$ cat src/hdl/gtcm_pkg.sv
// ----------------------------------------------------------------------------
// gtcm_pkg
// Types and constants shared by the gray to color transfer map block.
// ----------------------------------------------------------------------------
`default_nettype none

package gtcm_pkg;

  // sample and channel format
  localparam int SAMPLE_BITS = 16;
  localparam int Q_W         = SAMPLE_BITS + 1;  // normalized value, 0 .. 1.0
  localparam int CHAN_W      = 16;
  localparam int CHANNELS    = 4;

  typedef logic [CHANNELS-1:0][CHAN_W-1:0] chan_t;  // [0] red .. [3] alpha

  localparam logic [CHAN_W-1:0] OUT_MAX = {CHAN_W{1'b1}};

  // stream payload layout
  localparam int OP_W        = 2;
  localparam int ENTRY_IDX_W = 8;
  localparam int IN_DATA_W   = ENTRY_IDX_W + CHANNELS * CHAN_W + SAMPLE_BITS;
  localparam int IN_USER_W   = OP_W + 1;
  localparam int OUT_DATA_W  = CHANNELS * CHAN_W;

  localparam logic [OP_W-1:0] OP_WRITE  = 2'd0;
  localparam logic [OP_W-1:0] OP_ACCUM  = 2'd1;
  localparam logic [OP_W-1:0] OP_MAP    = 2'd2;

  // configuration registers
  localparam int TE_W       = 9;
  localparam int CC_W       = 3;
  localparam int CFG_DATA_W = 9;
  localparam int REG_IDX_W  = 1;

  localparam logic [REG_IDX_W-1:0] REG_TABLE_ENTRIES = 1'b0;
  localparam logic [REG_IDX_W-1:0] REG_CHANNEL_COUNT = 1'b1;

  localparam logic [TE_W-1:0] TE_RESET       = 9'd0;
  localparam logic [CC_W-1:0] CC_RESET       = 3'd3;
  localparam logic [CC_W-1:0] ALPHA_CHANNELS = 3'd4;

  // a span at or below this many lsb counts as an empty range
  localparam int SPAN_MIN = (1 << SAMPLE_BITS) / 10000;

  // gray ramp: (10 t + 3.0) / 13, the division done by a reciprocal
  localparam int RAMP_X_W    = 20;
  localparam int RECIP_W     = 21;
  localparam int RAMP_P_W    = RAMP_X_W + RECIP_W;
  localparam int RECIP_SHIFT = 24;
  localparam logic [RAMP_X_W-1:0] RAMP_BIAS = RAMP_X_W'(3 << SAMPLE_BITS);
  localparam logic [RECIP_W-1:0]  RECIP_13  = RECIP_W'(((1 << RECIP_SHIFT) + 12) / 13);

  // iterative divider
  localparam int DIV_CNT_W = $clog2(Q_W + 1);

  typedef struct packed {
    logic                   start;
    logic [SAMPLE_BITS-1:0] num;   // never above den
    logic [SAMPLE_BITS-1:0] den;
  } div_req_t;

  typedef struct packed {
    logic           done;
    logic [Q_W-1:0] quot;
  } div_rsp_t;

endpackage

`default_nettype wire

$ cat src/hdl/gtcm_div.sv
// ----------------------------------------------------------------------------
// gtcm_div
// Radix-2 restoring divider for num / den with num <= den, one quotient bit
// per cycle, giving floor(num * 2^16 / den).
// ----------------------------------------------------------------------------
`default_nettype none

module gtcm_div (
  input  logic               clk_i,
  input  logic               rst_ni,
  input  gtcm_pkg::div_req_t req_i,
  output gtcm_pkg::div_rsp_t rsp_o
);
  import gtcm_pkg::*;

  logic                   busy_q;
  logic                   done_q;
  logic [DIV_CNT_W-1:0]   cnt_q;
  logic [Q_W-1:0]         rem_q;
  logic [SAMPLE_BITS-1:0] den_q;
  logic [Q_W-1:0]         quot_q;

  logic                   ge;
  logic [Q_W-1:0]         rem_sub;

  assign ge      = rem_q >= {1'b0, den_q};
  assign rem_sub = ge ? rem_q - {1'b0, den_q} : rem_q;

  always_ff @(posedge clk_i or negedge rst_ni) begin
    if (!rst_ni) begin
      busy_q <= 1'b0;
      done_q <= 1'b0;
      cnt_q  <= '0;
    end else if (req_i.start) begin
      busy_q <= 1'b1;
      done_q <= 1'b0;
      cnt_q  <= DIV_CNT_W'(Q_W);
    end else if (busy_q) begin
      cnt_q <= cnt_q - DIV_CNT_W'(1);
      if (cnt_q == DIV_CNT_W'(1)) begin
        busy_q <= 1'b0;
        done_q <= 1'b1;
      end
    end else begin
      done_q <= 1'b0;
    end
  end

  always_ff @(posedge clk_i) begin
    if (req_i.start) begin
      rem_q  <= {1'b0, req_i.num};
      den_q  <= req_i.den;
      quot_q <= '0;
    end else if (busy_q) begin
      // remainder after subtract is below den, so the shift cannot overflow
      rem_q  <= {rem_sub[SAMPLE_BITS-1:0], 1'b0};
      quot_q <= {quot_q[Q_W-2:0], ge};
    end
  end

  assign rsp_o.done = done_q;
  assign rsp_o.quot = quot_q;

endmodule

`default_nettype wire

$ cat config.mk
export PLATFORM = sky130hd
export DESIGN_NAME = gtcm_div
export DESIGN_NICKNAME = d
export VERILOG_FILES = /design/src/hdl/gtcm_pkg.sv /design/src/hdl/gtcm_div.sv
export SDC_FILE = /design/constraint.sdc
export NUM_CORES = 1
export LEC_CHECK = 0
export BUFFER_PORTS_ARGS = -buffer_cell sky130_fd_sc_hd__buf_2
export CAP_MARGIN = 20
export CORE_AREA = 2 2 76 96
export DETAILED_ROUTE_END_ITERATION = 16
export DIE_AREA = 0 0 78 98
export MAX_ROUTING_LAYER = met4
export PLACE_DENSITY = 0.71
export REMOVE_ABC_BUFFERS = 1
export SLEW_MARGIN = 25
export SYNTH_ARGS = -nofsm -noshare
export SYNTH_HDL_FRONTEND = slang
export SYNTH_SLANG_ARGS = --single-unit
$ cat constraint.sdc
create_clock -name clk_i -period 2.45 [get_ports clk_i]
set_input_delay 0.245 -clock clk_i [delete_from_list [all_inputs] [get_ports clk_i]]
set_output_delay 0.245 -clock clk_i [all_outputs]
set_load 0.03 [all_outputs]
* Word-level counts from Yosys, hierarchy flattened
Cells that the tools add are included. W data, S select, Z words.
Word-level totals: flip-flop bits (word level) 57
Cells by class: $add $sub $neg 2, order comparisons 1, eq/ne operators 2, mux-type cells 11, reductions and logical operators 1
Operators by type and width (number):
- $mux W16 | 3
- $ge A17 B16 Y1 | 1
- $sub A16 B16 Y16 | 1
- $mux W5 | 2
- $mux W1 | 6
- $eq A5 B1 Y1 const B | 1
- $sub A5 B1 Y5 const B | 1
- $ne A3 B2 Y1 const B | 1
- $reduce_bool A2 Y1 | 1

* Longest topological paths before layout
Gate-level depths: netlist of the first run.
depth in word-level cells 4, gate-level depth with buffers 11

* Worst setup path after synthesis of the first run
No wires, ideal clock.
path type register to register, from register rem_q[2], to register rem_q[13] (data pin), setup time 0.263 ns, data arrival time 2.416 ns, data required time 2.187 ns, setup slack -0.229 ns, stages on the path, launching flop included 9, path buffers 1, period minus slack after synthesis 2.679 ns, cells stage by stage edfxtp_1 ha_1 nor2_1 a211o_1 a2111o_1 a311o_2 buf_6 a41oi_2 o31ai_1
On the way: cells in the longest elaborated chain, start to end 4
RTL lines:
- start: declaration | RTL line gtcm_div.sv:19 | logic [Q_W-1:0] rem_q;
- start signal: assignment | RTL line gtcm_div.sv:51 | rem_q <= {1'b0, req_i.num};
- start signal: assignment | RTL line gtcm_div.sv:56 | rem_q <= {rem_sub[SAMPLE_BITS-1:0], 1'b0};
- $sub A16 B16 Y16 or $ge A17 B16 Y1 (tied branches) | RTL line gtcm_div.sv:27, gtcm_div.sv:26
- $mux W16 (*) | RTL line gtcm_div.sv:27 | assign rem_sub = ge ? rem_q - {1'b0, den_q} : rem_q;
- $mux W16 (*) | RTL line gtcm_div.sv:54 | end else if (busy_q) begin
- $mux W16 (*) | RTL line gtcm_div.sv:50 | if (req_i.start) begin
Mark *: on every way between the ends. The rest lies on a longest branch, timed or not. The select of a mux whose other input is x is not followed. A chain may end at the register's enable or synchronous reset.

* Final worst setup path of the first run
from register rem_q[4], to register rem_q[15] (data pin)
Same word-level chain as after synthesis.

==> results of run 1 <==
## final timing paths
path | from | endpoint | cells after the start
worst min-delay path | req_i[14] | den_q[14] | 1
max in group asynchronous | rst_ni | cnt_q[2] | 2
worst max-delay path | rem_q[4] | rem_q[15] | 7
min in group asynchronous | rst_ni | cnt_q[3] | 2
worst min register to register | quot_q[16] | quot_q[16] | 2
worst max register to register | rem_q[4] | rem_q[15] | 7
## placed cells by master (no fill, tap or decap), drive strengths merged, types with 6 or more instances in the layout
master	synthesis	final
and2	8	8
buf	10	100
inv	22	25
o21ai	11	11
dfrtp	7	7
ha	18	18
a31oi	9	9
mux2i	16	16
nor2	31	31
o31ai	6	6
a41oi	6	6
xnor2	14	14
nand4	7	7
nand2	19	19
dfxtp	18	18
edfxtp	32	32
clkbuf	7	10
a21oi	14	14
nand3	9	9
## registers in the layout (all words and copies together), names as in the netlist
register and flops:
busy_q 1, cnt_q 5, den_q 16, done_q 1
quot_q 17, rem_q 17
## cell type report
type | instances | area [µm²]
Clock buffer | 10 | 149
Tap cell | 90 | 113
Multi-Input combinational cell | 218 | 1690
Fill cell | 566 | 2550
Timing Repair Buffer | 101 | 654
Inverter | 22 | 82.6
Sequential cell | 57 | 1500
Clock inverter | 6 | 71.3
## layer usage
layer	global-route usage	part of all wire	vias to the layer above
li1	-	-	1347
met1	0.262	0.42	1298
met2	0.380	0.51	71
met3	0.0407	0.047	16
met4	0.108	0.017	0
met5	-	0	-
## timing repair
action,in CTS,in global routing
pin swaps,22,7
gates resized for setup,11,16
setup endpoints to repair,17,17
hold buffers,1,0
gates cloned,1,0
endpoints found under the hold margin,7,0
buffers inserted,4,1
## stage by stage
step                 util  instances  instance area (µm²)  setup TNS, ns
floorplan               -        296                 3130          -2.10
global placement    0.564        481                 3840          -2.55
detailed placement  0.564        481                 3840          -3.48
CTS                 0.611        503                 4160          -1.20
global route        0.625        504                 4250          -3.61
finish              0.625        504                 4250          -2.20
## cell families (layout without fill, tap and decap cells)
logic type | after synthesis | count (layout) | synth area share
muxes | 16 | 16 | 0.0493
and+or+nand+nor | 90 | 90 | 0.135
xor gates and xnor gates | 18 | 18 | 0.0485
adders and majority gates | 19 | 19 | 0.0754
buffers and inverters | 40 | 139 | 0.0624
AOI/OAI and AO/OA | 74 | 75 | 0.169
DFF | 57 | 57 | 0.460
## where the power goes
part	total [mW]	switching (mW)	internal (mW)	leakage, nW
registers	1.44	0.163	1.28	0.557
logic	2.72	1.41	1.31	1.26
clock network	0.974	0.432	0.542	0.113
total	5.13	2.00	3.13	1.93
==> impl_metrics.json, run 1 <==
{
  "status": "finished with violations",
  "violations": "negative setup slack",
  "first_pass_iters": 6,
  "fp.dieH_um": 98,
  "relSlewSlack": 0.481,
  "required_ns": 2.55,
  "cts_max_path_buffers": 2,
  "critPathMaxStageDelay_ns": 0.49,
  "ys_seq_elements": 57,
  "syn_to_final_growth_pct": 30.9,
  "finalHoldViolCount": 0,
  "finalCritPeriodShare": 1.08,
  "clock_sinks": 57,
  "power_density_mw_per_mm2": 1210,
  "final_antenna_net_count": 0,
  "clk_pin_slew_ns": 0.07,
  "grt_pass1_vias": 2836,
  "drc": 0,
  "synth.distinct_cells": 54,
  "synth.cell_area_mm2": 0.00325,
  "worst-slew-pin-transition_ns": 0.777,
  "drv_cap": 0,
  "cp-end-kind": "flop",
  "grt_setup_unrepaired": "yes",
  "yosys-top-cells-count": "edfxtp_1 (32), nor2_1 (30), inv_1 (22)",
  "finalMaxSlewViolations": 0,
  "root_buffer": "clkbuf_8",
  "fp.dieArea_mm2": 0.00764,
  "hold_path_class": "in -> reg",
  "drt_wl_total_um": 8000,
  "drive_gt1_frac": 0.353,
  "avgViaCountPerCell": 5.42,
  "htreeDepth": 3,
  "dp_hpwl_um": 5470,
  "gr-total-overflow": 0,
  "ys_top_cells_by_area": "edfxtp_1 (30%), dfxtp_1 (11%), ha_1 (6.9%)",
  "crit_slowest_cell": "a311o_2",
  "nets": 463,
  "ys.flop_type": "edfxtp_1",
  "synthCells": 314,
  "yosysMostFrequentCell": "edfxtp_1",
  "synth.top_cell.area_share": 0.296,
  "synth-seq-area-share": 0.460,
  "startpoint_type": "flop",
  "reg2reg_slack_ns": -0.19,
  "grt_max_degree": 31,
  "finalSetupViolations": 17,
  "ys_warn_count": 0,
  "fin_hold_ws_ns": 0.0615,
  "critPathKind": "reg -> reg",
  "initialDrtViolationCount": 182,
  "p_leak_nw": 1.93,
  "antenna_found_initial": 0,
  "grt_pass1_wl_um": 13200,
  "synth_edf_count": 32,
  "num_vias": 2732,
  "insertion_delay_ns": 0.35,
  "cp.arrival_ns": 2.74,
  "avgSynthCellArea_um2": 10.4,
  "wire_per_inst_um": 15.9,
  "cts_tree": "yes",
  "coreArea_mm2": 0.00681,
  "path_max_fanout": 8,
  "finalClockSkew_ns": 0.00924,
  "cts_made_buffers": 9,
  "async_flop_share": 0.123,
  "timing.fmax_mhz": 379,
  "synth_area_leader_cell": "edfxtp_1",
  "die-width_um": 78,
  "start_util": 0.478,
  "min_period_ns": 2.64,
  "ir_drop_uv": 652,
  "crit_family": "compound AO/OA/AOI/OAI gates",
  "portBuffers": 52,
  "crit_chain": "ha_1, nand2_2, a211o_1, a2111o_1, a311o_2, a41oi_2, o31ai_2",
  "path_buf_inv": 0,
  "grtUsageTotal": 0.227,
  "row_count": 34,
  "n_antenna_cell": 0,
  "design_power_total_mw": 5.13,
  "io_pins": 53,
  "gp_congestion": 0.874,
  "setup_slack_ns": -0.186,
  "post-place-ws_ns": -0.281
}
Power figures use the tool's default switching activity.
==> inputs of run 2 (changes only) <==
--- a/config.mk
+++ b/config.mk
@@ -7,9 +7,11 @@
 export LEC_CHECK = 0
 export BUFFER_PORTS_ARGS = -buffer_cell sky130_fd_sc_hd__buf_2
 export CAP_MARGIN = 20
-export CORE_AREA = 2 2 76 96
+export CELL_PAD_IN_SITES_DETAIL_PLACEMENT = 2
+export CELL_PAD_IN_SITES_GLOBAL_PLACEMENT = 2
+export CORE_AREA = 2 2 94 118
 export DETAILED_ROUTE_END_ITERATION = 16
-export DIE_AREA = 0 0 78 98
+export DIE_AREA = 0 0 96 120
 export MAX_ROUTING_LAYER = met4
 export PLACE_DENSITY = 0.71
 export REMOVE_ABC_BUFFERS = 1
==> impl_metrics.json, run 2 (synthesized netlist as in run 1, its figures left out) <==
{
  "num_vias": 2848,
  "swShare": 0.383,
  "startpoint_type": "flop",
  "p_sw_mw": 2.26,
  "htreeDepth": 3,
  "p_leak_nw": 2.03,
  "drive_gt1_frac": 0.374,
  "drv_cap": 0,
  "relSlewSlack": 0.453,
  "grt_max_degree": 23,
  "layout_commonest_cell": "buf_2",
  "syn_to_final_growth_pct": 39.7,
  "insertion_delay_ns": 0.33,
  "portBuffers": 52,
  "coreArea_mm2": 0.0105,
  "n_antenna_cell": 0,
  "drt_wl_total_um": 10500,
  "fp.dieH_um": 120,
  "die-width_um": 96,
  "finalClockSkew_ns": 0.00577,
  "finalHoldViolCount": 0,
  "critPathMaxStageDelay_ns": 0.44,
  "combPwrFrac": 0.517,
  "ir_drop_uv": 513,
  "placed_cells": 529,
  "fin_hold_ws_ns": 0.0849,
  "start_util": 0.311,
  "finalSetupViolations": 16,
  "drc": 0,
  "initialDrtViolationCount": 92,
  "power_frac_clock": 0.234,
  "gp_congestion": 0.870,
  "io_pins": 53,
  "first_pass_iters": 4,
  "internal_power_mw": 3.64,
  "setup_slack_ns": -0.203,
  "row_count": 42,
  "wire_per_inst_um": 19.0,
  "status": "finished with violations",
  "dp_hpwl_um": 7300,
  "clk_pin_slew_ns": 0.06,
  "antenna_found_initial": 0,
  "seqPwrFrac": 0.248,
  "root_buffer": "clkbuf_16",
  "gr-total-overflow": 0,
  "cp-end-kind": "flop",
  "cts_made_buffers": 9,
  "cp.arrival_ns": 2.73,
  "fp.dieArea_mm2": 0.0115,
  "avgViaCountPerCell": 5.14,
  "min_period_ns": 2.65,
  "power_density_mw_per_mm2": 1300,
  "crit_chain": "ha_4, nand2b_4, a211o_1, a2111o_1, buf_6, a311oi_4, buf_12, nor3_2, o31a_1",
  "hold_path_class": "in -> reg",
  "violations": "negative setup slack",
  "grt_pass1_wl_um": 17000,
  "grtUsageTotal": 0.199,
  "reg_top3": "quot_q x17, rem_q x17, den_q x16",
  "crit_slowest_cell": "edfxtp_1",
  "cts_tree": "yes",
  "final_antenna_net_count": 0,
  "post-place-ws_ns": -0.376,
  "grt_pass1_vias": 3307,
  "cts_max_path_buffers": 2,
  "finalMaxSlewViolations": 0,
  "grt_setup_unrepaired": "yes",
  "required_ns": 2.53,
  "finalCritPeriodShare": 1.08,
  "timing.fmax_mhz": 377,
  "critPathKind": "reg -> reg",
  "final_cells": 554,
  "path_max_fanout": 8,
  "fillCellCount": 1148,
  "nets": 471,
  "clock_sinks": 57,
  "layout_common_cells": "buf_2 (52), buf_4 (51), edfxtp_1 (32), nor2_1 (30), inv_1 (22)",
  "worst-slew-pin-transition_ns": 0.820
}
run 2: cell count changes in the layout (fill, tap and decap cells not counted), sizes merged:
cell	before	now
buf	100	109
a311o	2	1
inv	25	23
clkinv	2	1
bufinv	1	0
clkbuf	10	14
run 2: cell type report:
type	instances	area (µm²)	area share
Tap cell	132	165	0.0364
Clock buffer	14	328	0.0722
Inverter	22	82.6	0.0182
Timing Repair Buffer	110	738	0.163
Multi-Input combinational cell	217	1720	0.379
Clock inverter	2	10.0	0.00220
Sequential cell	57	1500	0.330
run 2: power by group through the flow:
stage | clock, mW | sequential (mW) | combinational (mW)
after floorplan | 0 | 1.48 | 1.46
after global placement | 0 | 1.45 | 2.58
after detailed placement | 0 | 1.46 | 2.67
after CTS | 1.42 | 1.45 | 2.86
after global routing | 1.46 | 1.50 | 3.34
final | 1.38 | 1.47 | 3.06
run 2: routing by layer:
layer	track usage	up-vias	wire (µm)
li1	-	1355	-
met1	0.227	1429	4410
met2	0.344	52	5660
met3	0.0370	12	302
met4	0.0714	0	171
met5	-	-	0
run 2: critical path: cells and delay by family, from the launching register on:
family / cells / cell delay (ns)
AND/OR/NAND/NOR: 2 / 0.09
adder cells (fa/ha/maj): 1 / 0.32
buffers and inverters: 2 / 0.32
AO/OA/AOI/OAI: 4 / 1.21
flip-flops: 1 / 0.44
run 2: worst paths after layout:
check | start | endpoint | slack (ns) | cells after the start
max in group asynchronous | rst_ni | cnt_q[0] | 2.02 | 2
min | req_i[9] | den_q[9] | 0.08 | 1
min reg2reg | quot_q[12] | quot_q[12] | 0.52 | 2
max reg2reg | rem_q[1] | rem_q[1] | -0.20 | 9
max | rem_q[1] | rem_q[1] | -0.20 | 9
min in group asynchronous | rst_ni | done_q | 0.28 | 2
run 2: metrics by stage:
stage | total power [mW] | area [µm²] | utilization | setup TNS [ns]
after floorplan | 2.94 | 3130 | - | -2.10
after global placement | 4.03 | 3950 | 0.378 | -3.89
after detailed placement | 4.13 | 3950 | 0.378 | -5.36
after CTS | 5.72 | 4420 | 0.423 | -1.72
after global routing | 6.29 | 4540 | 0.434 | -3.58
final | 5.91 | 4540 | 0.434 | -2.12
run 2: timing repair:
action / 4_1_cts / 5_1_grt
setup buffers: 6 / 2
setup endpoints to repair: 17 / 17
gates cloned: 0 / 0
endpoints found under the hold margin: 7 / 0
pin swaps: 16 / 7
hold buffers: 1 / 0
resized for setup: 16 / 19
